--- src/rtl/oahm_pkg.sv ---
// Shared types and constants for the open-addressing hash map.
// Used by the controller, the datapath and the top level.
`timescale 1ns / 1ps

package oahm_pkg;

  localparam int SLOTS   = 256;
  localparam int IDX_W   = $clog2(SLOTS);
  localparam int CNT_W   = 9;

  localparam logic [7:0] TAG_EMPTY   = 8'h80;
  localparam logic [7:0] TAG_DELETED = 8'hFE;
  localparam logic [CNT_W-1:0] MAX_USED_RESET = 9'd192;

  localparam logic [1:0] MODE_INSERT = 2'd0;
  localparam logic [1:0] MODE_LOOKUP = 2'd1;
  localparam logic [1:0] MODE_REMOVE = 2'd2;
  localparam logic [1:0] MODE_CLEAR  = 2'd3;

  typedef struct packed {
    logic [1:0]  mode;
    logic [63:0] key;
    logic [31:0] key_hash;
    logic [63:0] value;
  } in_item_t;

  typedef struct packed {
    logic            hit;
    logic [63:0]     value_out;
    logic            table_full;
    logic [CNT_W-1:0] live_entries;
  } out_item_t;

  typedef struct packed {
    logic load_item;
    logic check;
    logic step;
    logic commit;
  } cmd_t;

  typedef struct packed {
    logic is_clear;
    logic stop;
    logic out_free;
  } status_t;

endpackage

--- src/rtl/oahm_ctrl.sv ---
// Controller state machine for the hash map: sequences item load, probe reads,
// probe checks and the final commit. Depends on oahm_pkg.
`timescale 1ns / 1ps

module oahm_ctrl (
  input  logic             clk,
  input  logic             rst_n,
  input  logic             in_valid,
  output logic             in_ready,
  input  oahm_pkg::status_t st,
  output oahm_pkg::cmd_t    cmd
);

  typedef enum logic [3:0] {
    S_IDLE    = 4'b0001,
    S_READ    = 4'b0010,
    S_CHECK   = 4'b0100,
    S_RESOLVE = 4'b1000
  } state_t;

  state_t state_r, state_nxt;

  always_comb begin
    state_nxt = state_r;
    cmd       = '0;
    in_ready  = 1'b0;
    case (state_r)
      S_IDLE: begin
        in_ready = 1'b1;
        if (in_valid) begin
          cmd.load_item = 1'b1;
          state_nxt = S_READ;
        end
      end
      S_READ: begin
        // A clear needs no walk.
        state_nxt = st.is_clear ? S_RESOLVE : S_CHECK;
      end
      S_CHECK: begin
        cmd.check = 1'b1;
        if (st.stop) begin
          state_nxt = S_RESOLVE;
        end else begin
          cmd.step = 1'b1;
          state_nxt = S_READ;
        end
      end
      S_RESOLVE: begin
        if (st.out_free) begin
          cmd.commit = 1'b1;
          state_nxt = S_IDLE;
        end
      end
      default: state_nxt = S_IDLE;
    endcase
  end

  always_ff @(posedge clk) begin
    if (!rst_n) begin
      state_r <= S_IDLE;
    end else begin
      state_r <= state_nxt;
    end
  end

  a_commit_in_resolve: assert property (@(posedge clk) disable iff (!rst_n)
    cmd.commit |=> state_r == S_IDLE) else $error("commit did not return to idle");
  a_step_excl: assert property (@(posedge clk) disable iff (!rst_n)
    !(cmd.step && cmd.commit)) else $error("step and commit together");
  a_load_idle: assert property (@(posedge clk) disable iff (!rst_n)
    cmd.load_item |=> state_r == S_READ) else $error("load did not start a probe");

endmodule

--- config.mk ---
export PLATFORM = sky130hd
export DESIGN_NAME = oahm_ctrl
export DESIGN_NICKNAME = d
export VERILOG_FILES = /design/src/rtl/oahm_pkg.sv /design/src/rtl/oahm_ctrl.sv
export SDC_FILE = /design/constraint.sdc
export NUM_CORES = 1
export LEC_CHECK = 0
export BUFFER_PORTS_ARGS = -buffer_cell sky130_fd_sc_hd__buf_2
export CAP_MARGIN = 30
export CELL_PAD_IN_SITES_DETAIL_PLACEMENT = 0
export CELL_PAD_IN_SITES_GLOBAL_PLACEMENT = 1
export CORE_AREA = 10 10 47 49
export DETAILED_ROUTE_END_ITERATION = 8
export DIE_AREA = 0 0 57 59
export GPL_TIMING_DRIVEN = 1
export HOLD_SLACK_MARGIN = 0.03
export PLACE_DENSITY_LB_ADDON = 0.1
export SETUP_SLACK_MARGIN = 0.05
export SLEW_MARGIN = 20
export SYNTH_ARGS = -nofsm -noshare
export SYNTH_HDL_FRONTEND = slang
export SYNTH_SLANG_ARGS = --single-unit
--- constraint.sdc ---
create_clock -name clk -period 1.9 [get_ports clk]
set_input_delay 0.19 -clock clk [delete_from_list [all_inputs] [get_ports clk]]
set_output_delay 0.19 -clock clk [all_outputs]
set_load 0.005 [all_outputs]
==> results.py, run 1 <==
metrics = {
    "power": {
        "irDropWorstVdd_uv": 245,
        "leakage_nw": 0.150,
        "power_density_mw_per_mm2": 685,
        "p_total_uw": 235,
    },
    "cts": {
        "cts-hold-fix-buffers": 0,
        "cts-htree-levels": 1,
        "cts_resized": 0,
        "numCtsBuffers": 3,
        "cts_root_buffer": "clkbuf_4",
        "clk_pin_slew_ns": 0.04,
        "clk_latency_ns": 0.23,
        "cts_tree": "yes",
        "cts_setup_buffers": 0,
        "clock_path_buffers": 2,
        "cts_sinks": 4,
    },
    "synthesis": {
        "synth.most_common_cell": "dfxtp_1",
        "synth_common_cells": "dfxtp_1 (4), nand3b_1 (3), nand2b_1 (2)",
        "synthArstFlopShare_pct": 0,
        "yosysTopAreaCellShare_pct": 30.6,
        "synth_nets": 31,
        "postSynthCellCount": 25,
        "avgSynthCellArea_sq_um": 10.5,
        "synth_ff_type": "dfxtp_1",
        "synth_cell_types": 19,
        "ys_warn_count": 0,
        "yosysTopAreaCell": "dfxtp_1",
        "syn_area_sq_um": 262,
        "synth_top_cells_by_area": "dfxtp_1 (31%), nor4b_4 (9.1%), nand3b_1 (8.6%), nand2b_1 (4.8%), nor4_2 (4.8%)",
        "synth_edf_count": 0,
        "ys_ff_latch": 4,
        "ys_seq_area_share_pct": 30.6,
    },
    "layout": {
        "area_growth_pct": 31.1,
        "diodes": 0,
        "seq_area_sq_um": 80.1,
        "regMostFlops": "state_r",
        "drive_gt1_share_pct": 45.9,
        "largest_register_ffs": 4,
        "top_regs": "state_r x4",
        "nFillCells": 167,
        "final_cells": 53,
        "num-nets-final": 45,
        "multi_input_area_sq_um": 170,
    },
    "grt": {
        "first_global_vias": 259,
        "grt_antenna_before_repair": 0,
        "track_usage_pct": 4.82,
        "overflow": 0,
        "grt_pass1_wl_microns": 1280,
        "grt_max_degree": 10,
    },
    "worst_hold_path": {
        "holdPathStages": 2,
        "holdPathEnd": "state_r[0]",
        "hold_start": "rst_n",
        "holdCritPathClass": "input port to flop",
    },
    "timing": {
        "finClkSkew_ns": 0.00224,
        "finalHoldViolCount": 0,
        "tns_ns": 0,
        "tightestPinTransition_ns": 0.336,
        "final.period_utilization_pct": 77.1,
        "rsz0062_at_grt": "no",
        "fin_crit_ns": 1.46,
        "fmax_mhz": 683,
        "slew_headroom_pct": 77.6,
        "slew_viol_final": 0,
        "setup_viol": 0,
    },
    "drt": {
        "ant_nets": 0,
        "drtIter0Drc": 0,
        "viasPerCell": 4.45,
        "drc_errors": 0,
        "vias": 236,
        "route.final.wire_length_microns": 683,
        "drt_pass1_iterations": 1,
        "wl_per_cell_microns": 12.9,
    },
    "critical_path": {
        "reg2reg_to": "state_r[1]",
        "slowest_delay_ns": 0.49,
        "critPathArrivalTime_ns": 1.27,
        "cp_slowest_cell": "dfxtp_1",
        "start_kind": "flop",
        "cp_cell_sequence": "nand2b_1 > nor4_2 > buf_2",
        "end_kind": "output pin",
        "rr_startpoint": "state_r[1]",
        "reg2reg_depth": 3,
        "cp.required_ns": 1.71,
        "rrSetupSlack_ns": 0.76,
        "cp_max_fo": 8,
        "critical_path_class": "flop to output pin",
    },
    "job": {
        "maxCapViolCount": 0,
    },
    "floorplan": {
        "initial_core_util_pct": 18.7,
        "die_area_sq_mm": 0.00336,
        "die_y_microns": 59,
        "coreArea_sq_mm": 0.00140,
        "num_rows": 14,
        "fp.dieW_microns": 57,
        "pin_count": 11,
    },
    "placed_design": {
        "portBuffers": 10,
        "gp_congestion": 0.756,
        "placed_cells": 50,
        "hpwl_microns": 567,
    },
    "run_status": {
        "status": "finished clean",
    },
}
[per-stage QoR]
step	worst slack (ns)	cell area (sq um)	hold slack (ns)	util, %
floorplan	0.810	262	0.279	-
global placement	0.616	320	0.416	22.9
detailed placement	0.675	320	0.418	22.9
CTS	0.417	343	0.173	24.5
global route	0.278	343	0.206	24.5
finish	0.436	343	0.177	24.5
[metal layers]
| metal | up-vias | routed length (microns) | track usage (%) |
|---|---|---|---|
| li1 | 121 | - | - |
| met1 | 106 | 305 | 5.29 |
| met2 | 7 | 337 | 7.44 |
| met3 | 2 | 31 | 2.15 |
| met4 | 0 | 10 | 3.02 |
| met5 | - | 0 | 0 |
[cell type report]
type | count | share of cell area [%]
timing repair buffer | 10 | 14.6
tap | 16 | 5.84
sequential | 4 | 23.4
multi-input combinational | 20 | 49.6
clock buffer | 3 | 6.57
[cell families after synthesis]
group	Yosys count	share of synthesized area (%)
compound gates	5	15.3
buf+inv	1	4.31
flops	4	30.6
simple gates	15	49.8
[cell usage in the layout (no fill, tap or decap)]
cell type and n:
clkbuf_4 3, o211a_1 1, nor2b_1 1, a21boi_1 1, buf_2 10, o21ai_0 1
nor3_1 1, and4b_2 1, and2_1 1, nand2b_1 2, nor4_2 1, nor4b_1 1
dfxtp_1 4, or3b_1 1, a211o_1 1, and2_4 1, a32oi_1 1, nand3b_1 3
nor2_1 1, nor4b_4 1
[report_power, final]
| part | internal (mW) | switching, mW | leakage (nW) |
|---|---|---|---|
| sequential | 0.0880 | 0.00785 | 0.0327 |
| combinational | 0.0200 | 0.0113 | 0.103 |
| clock | 0.0708 | 0.0368 | 0.0138 |
[worst max-delay path by stage]
stage	from	endpoint	slack (ns)	depth (start not counted)
final	state_r[2]	cmd[1]	0.44	3
after global routing	state_r[2]	cmd[1]	0.28	3
after CTS	state_r[2]	cmd[1]	0.42	3
after detailed placement	state_r[2]	cmd[1]	0.67	3
after global placement	state_r[2]	cmd[1]	0.62	3
after floorplan	state_r[1]	cmd[0]	0.81	3
[worst max-delay path: cells and delay by family (launching register included)]
kind | cells | cell delay (ns)
DFF | 1 | 0.49
and+or+nand+nor | 2 | 0.38
buffers and inverters | 1 | 0.18
No activity file was read; power rests on OpenSTA's default activity.
==> run 2: changes to the inputs <==
Clock period 1.9 ns to 1.5 ns, I/O delays scaled along.
==> run 2 against run 1 <==
Global-route usage is 0.30 points higher. Cell count stayed put. Sequential power is 30% higher. Clock skew is 0.0016 ns higher. Utilization is 1.3 points higher. Count of clock-buffer cells in the layout stayed put. Sequential share of layout area is 0.17 points lower. Critical path depth stayed put. Flip-flop and latch count stayed put. Wire length is 2.5% higher. Largest cell class unchanged. Critical endpoint is now cmd[3].
==> results.py, run 2 (synthesis gave the netlist of run 1 again) <==
metrics = {
    "layout": {
        "area_growth_pct": 38.3,
        "final_common_cell": "buf_2",
        "top_regs": "state_r x4",
        "largest_register_ffs": 4,
        "layout_common_cells": "buf_2 (10), nand3b_1 (3), clkbuf_4 (3), dfxtp_2 (3), nand2b_1 (2)",
        "num-nets-final": 45,
        "drive_gt1_share_pct": 56.8,
        "regMostFlops": "state_r",
        "final_util_pct": 25.8,
        "diodes": 0,
    },
    "drt": {
        "wl_per_cell_microns": 13.2,
        "drtIter0Drc": 1,
        "ant_nets": 0,
        "viasPerCell": 4.68,
        "vias": 248,
        "drt_pass1_iterations": 4,
        "drc_errors": 0,
        "route.final.wire_length_microns": 700,
    },
    "cts": {
        "clk_pin_slew_ns": 0.04,
        "cts_setup_buffers": 0,
        "clk_latency_ns": 0.24,
        "cts_root_buffer": "clkbuf_4",
        "clock_path_buffers": 2,
        "cts-hold-fix-buffers": 0,
        "cts_sinks": 4,
        "numCtsBuffers": 3,
        "cts-htree-levels": 1,
        "cts_tree": "yes",
    },
    "timing": {
        "tns_ns": 0,
        "final.period_utilization_pct": 91.0,
        "rsz0062_at_grt": "no",
        "slew_viol_final": 0,
        "slew_headroom_pct": 84.3,
        "finalHoldViolCount": 0,
        "fmax_mhz": 733,
        "setup_viol": 0,
        "finClkSkew_ns": 0.00380,
        "fin_crit_ns": 1.37,
        "tightestPinTransition_ns": 0.234,
        "fin_ws_ns": 0.135,
    },
    "power": {
        "irDropWorstVdd_uv": 481,
        "leakage_nw": 0.152,
        "power_density_mw_per_mm2": 831,
        "p_total_uw": 301,
    },
    "placed_design": {
        "hpwl_microns": 561,
        "place_ws_ns": 0.304,
        "gp_congestion": 0.731,
        "portBuffers": 10,
    },
    "critical_path": {
        "critPathArrivalTime_ns": 1.22,
        "cp_max_fo": 9,
        "cp.required_ns": 1.35,
        "start_kind": "flop",
        "end_kind": "output pin",
        "critical_path_class": "flop to output pin",
    },
    "run_status": {
        "status": "finished clean",
    },
    "grt": {
        "grt_pass1_wl_microns": 1290,
        "grt_antenna_before_repair": 0,
        "grt_max_degree": 10,
        "first_global_vias": 257,
        "overflow": 0,
        "track_usage_pct": 5.12,
    },
    "floorplan": {
        "die_y_microns": 59,
        "pin_count": 11,
        "initial_core_util_pct": 18.7,
        "coreArea_sq_mm": 0.00140,
        "num_rows": 14,
        "fp.dieW_microns": 57,
        "die_area_sq_mm": 0.00336,
    },
    "job": {
        "maxCapViolCount": 0,
    },
    "worst_hold_path": {
        "holdCritPathClass": "input port to flop",
    },
}
[run 2: final cells by class]
type / count / area [sq um]
multi-input cells: 20 / 185
clock buffers: 3 / 22.5
well taps: 16 / 20.0
flip-flops and latches: 4 / 83.8
repair buffers: 10 / 50.0
fillers: 163 / 1040
[run 2: repair_timing]
item,in CTS,in global routing
pin swaps,0,0
resized for setup,1,4
setup endpoints to repair,1,3
hold endpoints to repair,0,0
[run 2: per-layer routing]
| layer | part of all wire (%) | GRT usage [%] |
|---|---|---|
| met1 | 43 | 5.18 |
| met2 | 47 | 7.29 |
| met3 | 7.7 | 4.08 |
| met4 | 2.0 | 3.02 |
| met5 | 0 | 0 |
[run 2: report_power, final]
group	total [mW]	switching (mW)	leakage, nW	internal [mW]
clock	0.135	0.0453	0.0138	0.0896
combinational	0.0410	0.0152	0.105	0.0258
sequential	0.125	0.0121	0.0332	0.113
total	0.301	0.0726	0.152	0.228
[run 2: metrics by stage]
stage / cell area [sq um] / cells / hold slack [ns]
2_1_floorplan: 262 / 25 / 0.239
3_3_place_gp: 320 / 50 / 0.377
3_5_place_dp: 320 / 50 / 0.378
4_1_cts: 344 / 53 / 0.133
5_1_grt: 362 / 53 / 0.137
6_report: 362 / 53 / 0.127
[run 2: path summary, 6_finish.rpt]
path	start	end	slack [ns]	cells past startpoint
max	state_r[1]	cmd[3]	0.13	3
min	rst_n	state_r[0]	0.13	2
min reg2reg	state_r[0]	state_r[3]	0.62	2
max reg2reg	state_r[3]	state_r[0]	0.38	3
[run 2: critical path: stages (launching register included)]
cell	delay, ns
dfxtp_2	0.37
nor4b_4	0.29
and2_4	0.20
buf_2	0.11
